==> src/hdl/slps_pkg.sv <==
// Shared types and constants for the status LED pattern sequencer.
// Depends on nothing; every other file in hdl/ uses it.
package slps_pkg;

    // Display mode codes
    localparam logic [2:0] MODE_IDLE         = 3'd0;
    localparam logic [2:0] MODE_CONFIG_END   = 3'd1;
    localparam logic [2:0] MODE_CONFIGURING  = 3'd2;
    localparam logic [2:0] MODE_CHECK_CONFIG = 3'd3;
    localparam logic [2:0] MODE_DISCONNECT   = 3'd4;

    // Command codes
    localparam logic CMD_TICK     = 1'b0;
    localparam logic CMD_SET_MODE = 1'b1;

    // Configuration register indexes
    localparam logic [1:0] REG_BLINK_PERIOD = 2'd0;
    localparam logic [1:0] REG_TRIP_HOLD    = 2'd1;
    localparam logic [1:0] REG_TOGGLE_LIMIT = 2'd2;

    // Configuration reset values
    localparam logic [15:0] BLINK_PERIOD_RST = 16'd100;
    localparam logic [15:0] TRIP_HOLD_RST    = 16'd500;
    localparam logic [3:0]  TOGGLE_LIMIT_RST = 4'd6;

    typedef struct packed {
        logic [15:0] blink_period;
        logic [15:0] trip_hold;
        logic [3:0]  toggle_limit;
    } cfg_t;

    typedef struct packed {
        logic       command;
        logic [2:0] new_mode;
        logic       low_voltage;
        logic       thermal;
        logic       ocd_trigger;
        logic       ocd_trip_set;
    } item_t;

    typedef struct packed {
        logic       green_on;
        logic       red_on;
        logic       trip_latched;
        logic [2:0] mode_now;
    } result_t;

endpackage

==> src/hdl/status_led_pattern_sequencer.sv <==
// Top level of the status LED pattern sequencer: input register, state
// update and result register. Depends on slps_pkg, slps_cfg_regs, slps_core.
//
//  channel | signals                                   | flow
//  --------+-------------------------------------------+-------------------
//  in      | in_valid, in_stall, command..ocd_trip_set | valid / stall
//  out     | out_valid, out_stall, green_on..mode_now  | valid / stall
//  cfg     | cfg_valid, cfg_ready, cfg_index, cfg_data | valid / ready
//
// One item per cycle sustained while out_stall stays low; each result passes
// through the input register and then the result register before it is on
// the outputs, where it can transfer.
// The state update sits between the two registers.
// Reset (rst_n low) empties both registers and loads the default settings.
// A stalled output holds its result; the input register keeps taking items
// until it too is full, and then in_stall rises.
module status_led_pattern_sequencer (
    input  logic        clk,
    input  logic        rst_n,
    input  logic        in_valid,
    output logic        in_stall,
    input  logic        command,
    input  logic [2:0]  new_mode,
    input  logic        low_voltage,
    input  logic        thermal,
    input  logic        ocd_trigger,
    input  logic        ocd_trip_set,
    output logic        out_valid,
    input  logic        out_stall,
    output logic        green_on,
    output logic        red_on,
    output logic        trip_latched,
    output logic [2:0]  mode_now,
    input  logic        cfg_valid,
    output logic        cfg_ready,
    input  logic [1:0]  cfg_index,
    input  logic [15:0] cfg_data
);

    slps_pkg::cfg_t    cfg;
    slps_pkg::item_t   item_reg;
    slps_pkg::result_t result_next;
    slps_pkg::result_t result_reg;
    logic              in_valid_reg;
    logic              out_valid_reg;
    logic              adv_out;
    logic              adv_in;
    logic              fire;

    // Pipeline advance
    assign adv_out  = !out_valid_reg || !out_stall;
    assign adv_in   = !in_valid_reg || adv_out;
    assign fire     = in_valid_reg && adv_out;
    assign in_stall = !adv_in;

    slps_cfg_regs u_cfg (
        .clk       (clk),
        .rst_n     (rst_n),
        .cfg_valid (cfg_valid),
        .cfg_ready (cfg_ready),
        .cfg_index (cfg_index),
        .cfg_data  (cfg_data),
        .cfg       (cfg)
    );

    slps_core u_core (
        .clk         (clk),
        .rst_n       (rst_n),
        .fire        (fire),
        .item        (item_reg),
        .cfg         (cfg),
        .result_next (result_next)
    );

    // Input register valid
    always_ff @(posedge clk or negedge rst_n)
    begin
        if (!rst_n)
            in_valid_reg <= 1'b0;
        else if (adv_in)
            in_valid_reg <= in_valid;
    end

    // Capture the item on each input transfer
    always_ff @(posedge clk)
    begin
        if (adv_in && in_valid)
        begin
            item_reg.command      <= command;
            item_reg.new_mode     <= new_mode;
            item_reg.low_voltage  <= low_voltage;
            item_reg.thermal      <= thermal;
            item_reg.ocd_trigger  <= ocd_trigger;
            item_reg.ocd_trip_set <= ocd_trip_set;
        end
    end

    // Result register valid
    always_ff @(posedge clk or negedge rst_n)
    begin
        if (!rst_n)
            out_valid_reg <= 1'b0;
        else if (adv_out)
            out_valid_reg <= in_valid_reg;
    end

    // Load the result when the item leaves the input register
    always_ff @(posedge clk)
    begin
        if (fire)
            result_reg <= result_next;
    end

    assign out_valid    = out_valid_reg;
    assign green_on     = result_reg.green_on;
    assign red_on       = result_reg.red_on;
    assign trip_latched = result_reg.trip_latched;
    assign mode_now     = result_reg.mode_now;

endmodule

==> src/hdl/slps_cfg_regs.sv <==
// Configuration register file: blink period, trip hold, toggle limit.
// Depends on slps_pkg.
module slps_cfg_regs (
    input  logic               clk,
    input  logic               rst_n,
    input  logic               cfg_valid,
    output logic               cfg_ready,
    input  logic [1:0]         cfg_index,
    input  logic [15:0]        cfg_data,
    output slps_pkg::cfg_t     cfg
);

    slps_pkg::cfg_t cfg_reg;

    // Always able to take a write
    assign cfg_ready = 1'b1;
    assign cfg       = cfg_reg;

    // Store a register on each write transfer; unknown indexes drop
    always_ff @(posedge clk or negedge rst_n)
    begin
        if (!rst_n)
        begin
            cfg_reg.blink_period <= slps_pkg::BLINK_PERIOD_RST;
            cfg_reg.trip_hold    <= slps_pkg::TRIP_HOLD_RST;
            cfg_reg.toggle_limit <= slps_pkg::TOGGLE_LIMIT_RST;
        end
        else if (cfg_valid && cfg_ready)
        begin
            unique case (cfg_index)
                slps_pkg::REG_BLINK_PERIOD: cfg_reg.blink_period <= cfg_data;
                slps_pkg::REG_TRIP_HOLD:    cfg_reg.trip_hold    <= cfg_data;
                slps_pkg::REG_TOGGLE_LIMIT: cfg_reg.toggle_limit <= cfg_data[3:0];
                default:                    ;
            endcase
        end
    end

endmodule

==> src/hdl/slps_core.sv <==
// Sequencer state and next-state logic; computes the result of one item.
// Depends on slps_pkg.
module slps_core (
    input  logic                clk,
    input  logic                rst_n,
    input  logic                fire,
    input  slps_pkg::item_t     item,
    input  slps_pkg::cfg_t      cfg,
    output slps_pkg::result_t   result_next
);

    logic [2:0]  mode_reg,  mode_next;
    logic [15:0] pc_reg,    pc_next;
    logic [3:0]  tc_reg,    tc_next;
    logic        green_reg, green_next;
    logic        red_reg,   red_next;
    logic        trip_reg,  trip_next;

    logic        trip_v;
    logic        elapsed;
    logic [15:0] pc_inc;
    logic [3:0]  tc_inc;

    assign trip_v  = trip_reg | item.ocd_trip_set;
    assign elapsed = (pc_reg >= cfg.blink_period);
    assign pc_inc  = pc_reg + 16'd1;
    assign tc_inc  = tc_reg + 4'd1;

    // Work out the state after this item, in pattern priority order
    always_comb
    begin
        mode_next  = mode_reg;
        pc_next    = pc_reg;
        tc_next    = tc_reg;
        green_next = green_reg;
        red_next   = red_reg;
        trip_next  = trip_reg;
        if (item.command == slps_pkg::CMD_SET_MODE)
        begin
            mode_next = (item.new_mode <= slps_pkg::MODE_DISCONNECT)
                        ? item.new_mode : slps_pkg::MODE_IDLE;
        end
        else
        begin
            trip_next = trip_v;
            priority if (mode_reg == slps_pkg::MODE_CONFIG_END)
            begin
                if (tc_reg < cfg.toggle_limit)
                begin
                    if (elapsed)
                    begin
                        pc_next    = '0;
                        green_next = !green_reg;
                        tc_next    = tc_inc;
                    end
                    else
                        pc_next = pc_inc;
                end
                else
                begin
                    tc_next   = '0;
                    pc_next   = '0;
                    mode_next = slps_pkg::MODE_IDLE;
                end
            end
            else if (mode_reg == slps_pkg::MODE_CONFIGURING)
            begin
                if (elapsed)
                begin
                    pc_next    = '0;
                    green_next = !green_reg;
                end
                else
                    pc_next = pc_inc;
            end
            else if (trip_v)
            begin
                // Hold LEDs off while the trigger lasts, then release the latch
                if (item.ocd_trigger)
                begin
                    pc_next    = '0;
                    green_next = 1'b0;
                    red_next   = 1'b0;
                end
                else if (pc_reg >= cfg.trip_hold)
                    trip_next = 1'b0;
                else
                    pc_next = pc_inc;
            end
            else if (item.low_voltage)
                red_next = 1'b1;
            else if (item.thermal)
            begin
                if (elapsed)
                begin
                    pc_next  = '0;
                    red_next = !red_reg;
                end
                else
                    pc_next = pc_inc;
            end
            else if (mode_reg == slps_pkg::MODE_CHECK_CONFIG)
            begin
                if (elapsed)
                begin
                    pc_next   = '0;
                    mode_next = slps_pkg::MODE_IDLE;
                end
                else
                begin
                    pc_next    = pc_inc;
                    green_next = 1'b0;
                    red_next   = 1'b0;
                end
            end
            else if (mode_reg == slps_pkg::MODE_DISCONNECT)
            begin
                if (elapsed)
                begin
                    pc_next  = '0;
                    red_next = !red_reg;
                    if (tc_inc >= cfg.toggle_limit)
                    begin
                        tc_next   = '0;
                        mode_next = slps_pkg::MODE_IDLE;
                    end
                    else
                        tc_next = tc_inc;
                end
                else
                    pc_next = pc_inc;
            end
            else
            begin
                green_next = 1'b1;
                tc_next    = '0;
                pc_next    = '0;
            end
        end
    end

    assign result_next.green_on     = green_next;
    assign result_next.red_on       = red_next;
    assign result_next.trip_latched = trip_next;
    assign result_next.mode_now     = mode_next;

    // Commit the new state when the item moves to the result register
    always_ff @(posedge clk or negedge rst_n)
    begin
        if (!rst_n)
        begin
            mode_reg  <= slps_pkg::MODE_IDLE;
            pc_reg    <= '0;
            tc_reg    <= '0;
            green_reg <= 1'b0;
            red_reg   <= 1'b0;
            trip_reg  <= 1'b0;
        end
        else if (fire)
        begin
            mode_reg  <= mode_next;
            pc_reg    <= pc_next;
            tc_reg    <= tc_next;
            green_reg <= green_next;
            red_reg   <= red_next;
            trip_reg  <= trip_next;
        end
    end

    // Set-mode items leave counters and LEDs untouched
    a_setmode_keeps: assert property (@(posedge clk) disable iff (!rst_n)
        fire && item.command == slps_pkg::CMD_SET_MODE |=>
        pc_reg == $past(pc_reg) && tc_reg == $past(tc_reg)
        && green_reg == $past(green_reg) && red_reg == $past(red_reg))
        else $error("set-mode item changed counters or LEDs");

    // State moves only with an item
    a_state_holds: assert property (@(posedge clk) disable iff (!rst_n)
        !fire |=> $stable(mode_reg) && $stable(pc_reg) && $stable(tc_reg)
        && $stable(trip_reg))
        else $error("state changed without an item");

    // Trip latch sets only from a tick that carries the set flag
    a_trip_rise: assert property (@(posedge clk) disable iff (!rst_n)
        $rose(trip_reg) |-> $past(fire && item.ocd_trip_set
        && item.command == slps_pkg::CMD_TICK))
        else $error("trip latch set without a trip-set tick");

endmodule

==> config.mk <==
export PLATFORM = sky130hd
export DESIGN_NAME = status_led_pattern_sequencer
export DESIGN_NICKNAME = d
export VERILOG_FILES = /design/src/hdl/slps_pkg.sv /design/src/hdl/status_led_pattern_sequencer.sv /design/src/hdl/slps_cfg_regs.sv /design/src/hdl/slps_core.sv
export SDC_FILE = /design/constraint.sdc
export NUM_CORES = 1
export LEC_CHECK = 0
export BUFFER_PORTS_ARGS = -buffer_cell sky130_fd_sc_hd__buf_2
export CORE_MARGIN = 5
export CORE_UTILIZATION = 30
export DETAILED_ROUTE_END_ITERATION = 7
export SETUP_SLACK_MARGIN = 0.4
export SKIP_CTS_REPAIR_TIMING = 1
export SYNTH_ARGS = -nofsm -noshare
export SYNTH_HDL_FRONTEND = slang
export SYNTH_HIERARCHICAL = 1
export SYNTH_SLANG_ARGS = --single-unit
export TNS_END_PERCENT = 5
==> constraint.sdc <==
create_clock -name clk -period 5.85 [get_ports clk]
set_input_delay 0.2925 -clock clk [delete_from_list [all_inputs] [get_ports clk]]
set_output_delay 0.2925 -clock clk [all_outputs]
set_load 0.02 [all_outputs]
======== Word level (Yosys, flattened, before mapping) ========
Cells that the tools add are included.
word-level totals
  register bits after elaboration ......... 78
  bits of input ports ..................... 31
  output and inout bits ................... 9
  logic and storage cells ................. 125
cells by class
  $add $sub $neg .......................... 2
  magnitude comparators ................... 5
  equal/unequal tests ..................... 15
  mux-type cells .......................... 64
  bitwise logic cells ..................... 2
  reductions and logical operators ........ 16
operator list
  kind                   number
  $mux 16                11
  $mux 4                 11
  $mux 3                 13
  $ge 16x16->1           2
  $mux 1                 29
  $add 16x1->16 const B  1
  $reduce_and 9->1       1
  $ne 2x1->1 const B     4
  $eq 3x2->1 const B     2
  $logic_not 1->1        6
  $reduce_and 2->1       3
  $ne 5x5->1 const B     1
  $add 4x1->4 const B    1
  $ge 4x4->1             1
  $lt 4x4->1             1
  $ne 4x1->1 const B     1
  $reduce_and 4->1       1
  $eq 3x1->1 const B     1
  $eq 3x3->1 const B     1
  $le 3x3->1 const B     1
  $ne 3x1->1 const B     1
  $ne 3x2->1 const B     1
  $eq 2x1->1 const B     1
  $eq 2x2->1 const B     1
  6 further kinds        8

======== Logic depth before layout (Yosys ltp) ========
  depth in word-level cells ............... 12
  depth in mapped cells ................... 13
  mapped depth without buffers ............ 12

======== Modules after synthesis ========
The synthesis kept the hierarchy.
by module, submodules not included
  module                        instances  cells each  area each (µm²)  sequential area each (µm²)
  slps_core                     1          329         2785.2           650.6
  slps_cfg_regs                 1          79          1387.6           914.6
  status_led_pattern_sequencer  1          22          513.0            470.5

======== Least setup slack after synthesis ========
No wires, ideal clock.
  kind .................................... reg-to-reg
  start point ............................. reg u_core.pc_reg[0]
  end point ............................... reg result_reg, in the netlist green_on, data pin
  setup time .............................. 251 ps
  arrival time ............................ 2584 ps
  required time ........................... 5599 ps
  path slack .............................. 3014 ps
  stages on the path, launching flop included .. 14
  buffers on the path ..................... 1
  period minus slack after synthesis ...... 2836 ps
  cells stage by stage .................... dfrtp_1 inv_1 ha_1 nand2b_1 a2111o_1 a32oi_2 nand2_2 ha_1 a21oi_1 o22ai_1 a32oi_1 nand2_1 mux2_2 buf_4
between the ends
  longest elaborated chain between the ends .. 9
  elaborated cells between the ends (all ways) .. 11
  those cells by class .................... order compare: 1; mux: 10
RTL lines
  item                    RTL line                             RTL
  start, declared         slps_core.sv:13                      logic [15:0] pc_reg, pc_next;
  start signal, assigned  slps_core.sv:162                     pc_reg <= pc_next;
  $ge 16x16->1 *          slps_core.sv:25                      assign elapsed = (pc_reg >= cfg.blink_period);
  $mux 1                  slps_core.sv:104                     if (elapsed)
  $mux 1                  slps_core.sv:102                     else if (mode_reg == slps_pkg::MODE_CHECK_CONFIG)
  $mux 1                  slps_core.sv:92                      else if (item.thermal)
  $mux 1                  slps_core.sv:90                      else if (item.low_voltage)
  $mux 1                  slps_core.sv:76                      else if (trip_v)
  $mux 1                  slps_core.sv:66                      else if (mode_reg == slps_pkg::MODE_CONFIGURING)
  $mux 1 *                slps_core.sv:46                      priority if (mode_reg == slps_pkg::MODE_CONFIG_END)
  $mux 1 *                slps_core.sv:38                      if (item.command == slps_pkg::CMD_SET_MODE)
  net u_core.green_next   slps_core.sv:15                      logic green_reg, green_next;
  end signal, assigned    status_led_pattern_sequencer.sv:111  result_reg <= result_next;
  end, declared           status_led_pattern_sequencer.sv:43   slps_pkg::result_t result_reg;
The timed path passes the listed nets; every way through them passes the cells marked *.
A chain may end at the register's enable or synchronous reset.

======== Final worst setup path ========
  start point ............................. reg u_cfg.cfg_reg, in the netlist u_cfg/cfg[8]
  end point ............................... reg u_core.pc_reg[6]
between the ends
  longest elaborated chain between the ends .. 3
RTL lines
  item                               RTL line             RTL
  start, declared                    slps_cfg_regs.sv:13  slps_pkg::cfg_t cfg_reg;
  $ge 16x16->1                       slps_core.sv:85      else if (pc_reg >= cfg.trip_hold)
  $ne 5x5->1 (no source line)        -
  $reduce_and 4->1 (no source line)  -
Every way passes these cells.

==> results_dict.tcl <==
set metrics [dict create \
    critPathBufInv 1 \
    layout_common_cells "53 x dfrtp_1, 45 x inv_1, 43 x ha_1" \
    drt-total-wl_mm 9.85 \
    drv_cap 0 \
    antenna_found_initial 0 \
    fp.dieW_um 135 \
    clk_path_buf_depth 2 \
    grt_pass1_vias 3396 \
    setup_viol 0 \
    cts_root_buf "clkbuf_16" \
    async_flop_share 0.821 \
    path_cells "inv_1 -> ha_1 -> a21o_1 -> a2111oi_2 -> a211oi_2 -> a21oi_4 -> nor2b_1 -> a22o_1" \
    clock_skew_ns 0.00867 \
    overflow 0 \
    areaGrowthSynthToFinish_pct 15.5 \
    final_common_cell "dfrtp_1" \
    p_leak_nw 2.60 \
    cp.arrival_ns 3.57 \
    portBuffers 38 \
    routabilityCongestion 0.844 \
    syn_inst 430 \
    fmax_mhz 303 \
    path_class "flip-flop to flip-flop" \
    p_sw_frac 0.283 \
    vias_per_cell 4.80 \
    vdd_drop_max_mv 0.139 \
    layout.nets 542 \
    antenna_cells 0 \
    p_sw_mw 0.484 \
    p_comb_frac 0.217 \
    fin_setup_tns_ns 0 \
    place_area_um2 5060 \
    utilization 0.355 \
    crit_slowest_cell "nor2b_1" \
    drt-initial-drc-count 214 \
    clk_transition_reported_paths_ns 0.06 \
    htree_num_levels 3 \
    pwr-share-clk 0.369 \
    cp_top_family "compound AO/OA/AOI/OAI gates" \
    drive_above_1_share 0.275 \
    grt_setup_unrepaired "false" \
    p_int_mw 1.22 \
    fin_area_um2 5410 \
    status "complete, no violations" \
    clock-sinks 78 \
    drc 0 \
    critPathLaunchType "flip-flop" \
    dpl_worst_slack_ns 2.61 \
    grt_pass1_wl_mm 16.8 \
    numCtsBuffers 9 \
    p_seq_frac 0.413 \
    wl_per_cell_um 14.4 \
    vias 3286 \
    finalCriticalPeriod_ns 3.30 \
    setup_slack_ns 2.55 \
    worst_pin_slew_ns 1.17 \
    synth_flop_cell "dfrtp_1" \
    ys_types 71 \
    synth_edf_count 14 \
    first_pass_iters 5 \
    hold_viol_final 0 \
    fill_cells 1532 \
    ys_ff_latch 78 \
    slew_headroom 0.218 \
    insertion_delay_ns 0.34 \
    ant_nets 0 \
    fin_crit_sh 0.563 \
    yosysSeqAreaShare 0.434 \
    syn-num-nets 504 \
    boundaryPins 40 \
    track_usage 0.115 \
    syn_area_per_cell_um2 10.9 \
    die_y_um 135 \
    grt_max_degree 65 \
    initial_core_util 0.307 \
    cts_tree "done" \
    ys_warn_count 6 \
    core_area_um2 15300 \
    cpPeakStageDelay_ns 0.97 \
    hold_class "input pin to flip-flop" \
    netlist_area_um2 4690 \
    hpwl_mm 7.18 \
    critPathCaptureType "flip-flop" \
    worstPathRequired_ns 6.13 \
    largest_reg_flops 36 \
    die_area_um2 18200 \
    row_count 45 \
    power.density_nw_per_um2 316 \
    finalMaxSlewViolations 0 \
    critical_path.max_fanout 17 \
]
-- layout make-up --
| class | count | area [um^2] | area share |
|---|---|---|---|
| clock buffers | 15 | 319 | 0.0590 |
| clock inverters | 1 | 30.0 | 0.00555 |
| inverters | 45 | 169 | 0.0312 |
| multi-input cells | 294 | 2390 | 0.441 |
| flip-flops and latches | 78 | 2040 | 0.376 |
| well taps | 211 | 264 | 0.0488 |
| repair buffers | 40 | 205 | 0.0379 |
-- cell usage after synthesis (2+ instances only) --
cell type / count / area [um^2]
a211o_1: 2 / 17.5
a21boi_0: 2 / 15.0
a21o_1: 10 / 75.1
a21oi_1: 10 / 50.1
a21oi_4: 2 / 32.5
a22o_1: 15 / 131
and2_1: 2 / 12.5
and3_1: 10 / 62.6
buf_2: 3 / 15.0
buf_4: 7 / 52.6
buf_6: 2 / 22.5
dfrtp_1: 53 / 1330
dfstp_2: 11 / 289
edfxtp_1: 14 / 420
ha_1: 43 / 538
inv_1: 45 / 169
mux2_2: 39 / 439
nand2_1: 24 / 90.1
nand2b_1: 6 / 37.5
nand3_1: 6 / 30.0
nand3b_1: 3 / 22.5
nand4_1: 9 / 56.3
nor2_1: 15 / 56.3
nor2b_1: 16 / 100
nor3_1: 3 / 15.0
o211ai_1: 4 / 30.0
o21a_1: 2 / 15.0
o21ai_0: 22 / 110
o21ai_1: 4 / 20.0
or2_2: 4 / 25.0
xor2_1: 2 / 17.5
-- logic make-up after synthesis --
family	share of synthesized area
flip-flops	0.434
XOR/XNOR	0.00561
multiplexers	0.0969
AND/OR/NAND/NOR	0.131
other	0.000800
AO/OA/AOI/OAI	0.160
buffers and inverters	0.0561
adder cells (fa/ha/maj)	0.115
-- power by group through the flow --
stage / Combinational [mW] / Sequential, mW / Clock, mW
floorplan: 0.297 / 0.697 / 0
detailed placement: 0.373 / 0.718 / 0
finish: 0.371 / 0.707 / 0.631
global route: 0.426 / 0.720 / 0.674
CTS: 0.375 / 0.708 / 0.654
global placement: 0.360 / 0.713 / 0
-- through the flow --
stage | hold WS [ns] | std cells | power [mW]
6_report | 0.124 | 684 | 1.71
5_1_grt | 0.104 | 684 | 1.82
3_5_place_dp | 0.471 | 668 | 1.09
2_1_floorplan | -0.00309 | 430 | 0.994
3_3_place_gp | 0.470 | 668 | 1.07
4_1_cts | 0.105 | 684 | 1.74
-- layer usage --
layer	vias to the layer above	wire (um)	GRT usage
li1	1628	-	-
met1	1580	4590	0.143
met2	61	4600	0.186
met3	17	399	0.0346
met4	0	255	0.0510
met5	-	0	0
-- worst paths after layout --
kind | from | end | slack [ns] | cells past startpoint
min in group asynchronous | rst_n | u_cfg/cfg[3] | 0.15 | 2
min reg2reg | in_valid_reg | out_valid | 0.50 | 1
min | new_mode[1] | item_reg[5] | 0.12 | 1
max | u_cfg/cfg[8] | u_core/pc_reg[6] | 2.55 | 8
max in group asynchronous | rst_n | u_cfg/cfg[15] | 5.15 | 2
max reg2reg | u_cfg/cfg[8] | u_core/pc_reg[6] | 2.55 | 8
-- worst register-to-register path, delay by kind of cell (launching register included) --
kind                     cells  cell delay [ns]
flip-flops                   1             0.53
AND/OR/NAND/NOR              1             0.97
buffers and inverters        1             0.04
AO/OA/AOI/OAI                5             1.40
adder cells (fa/ha/maj)      1             0.29
Note: power is estimated with default switching activity, not from simulation.
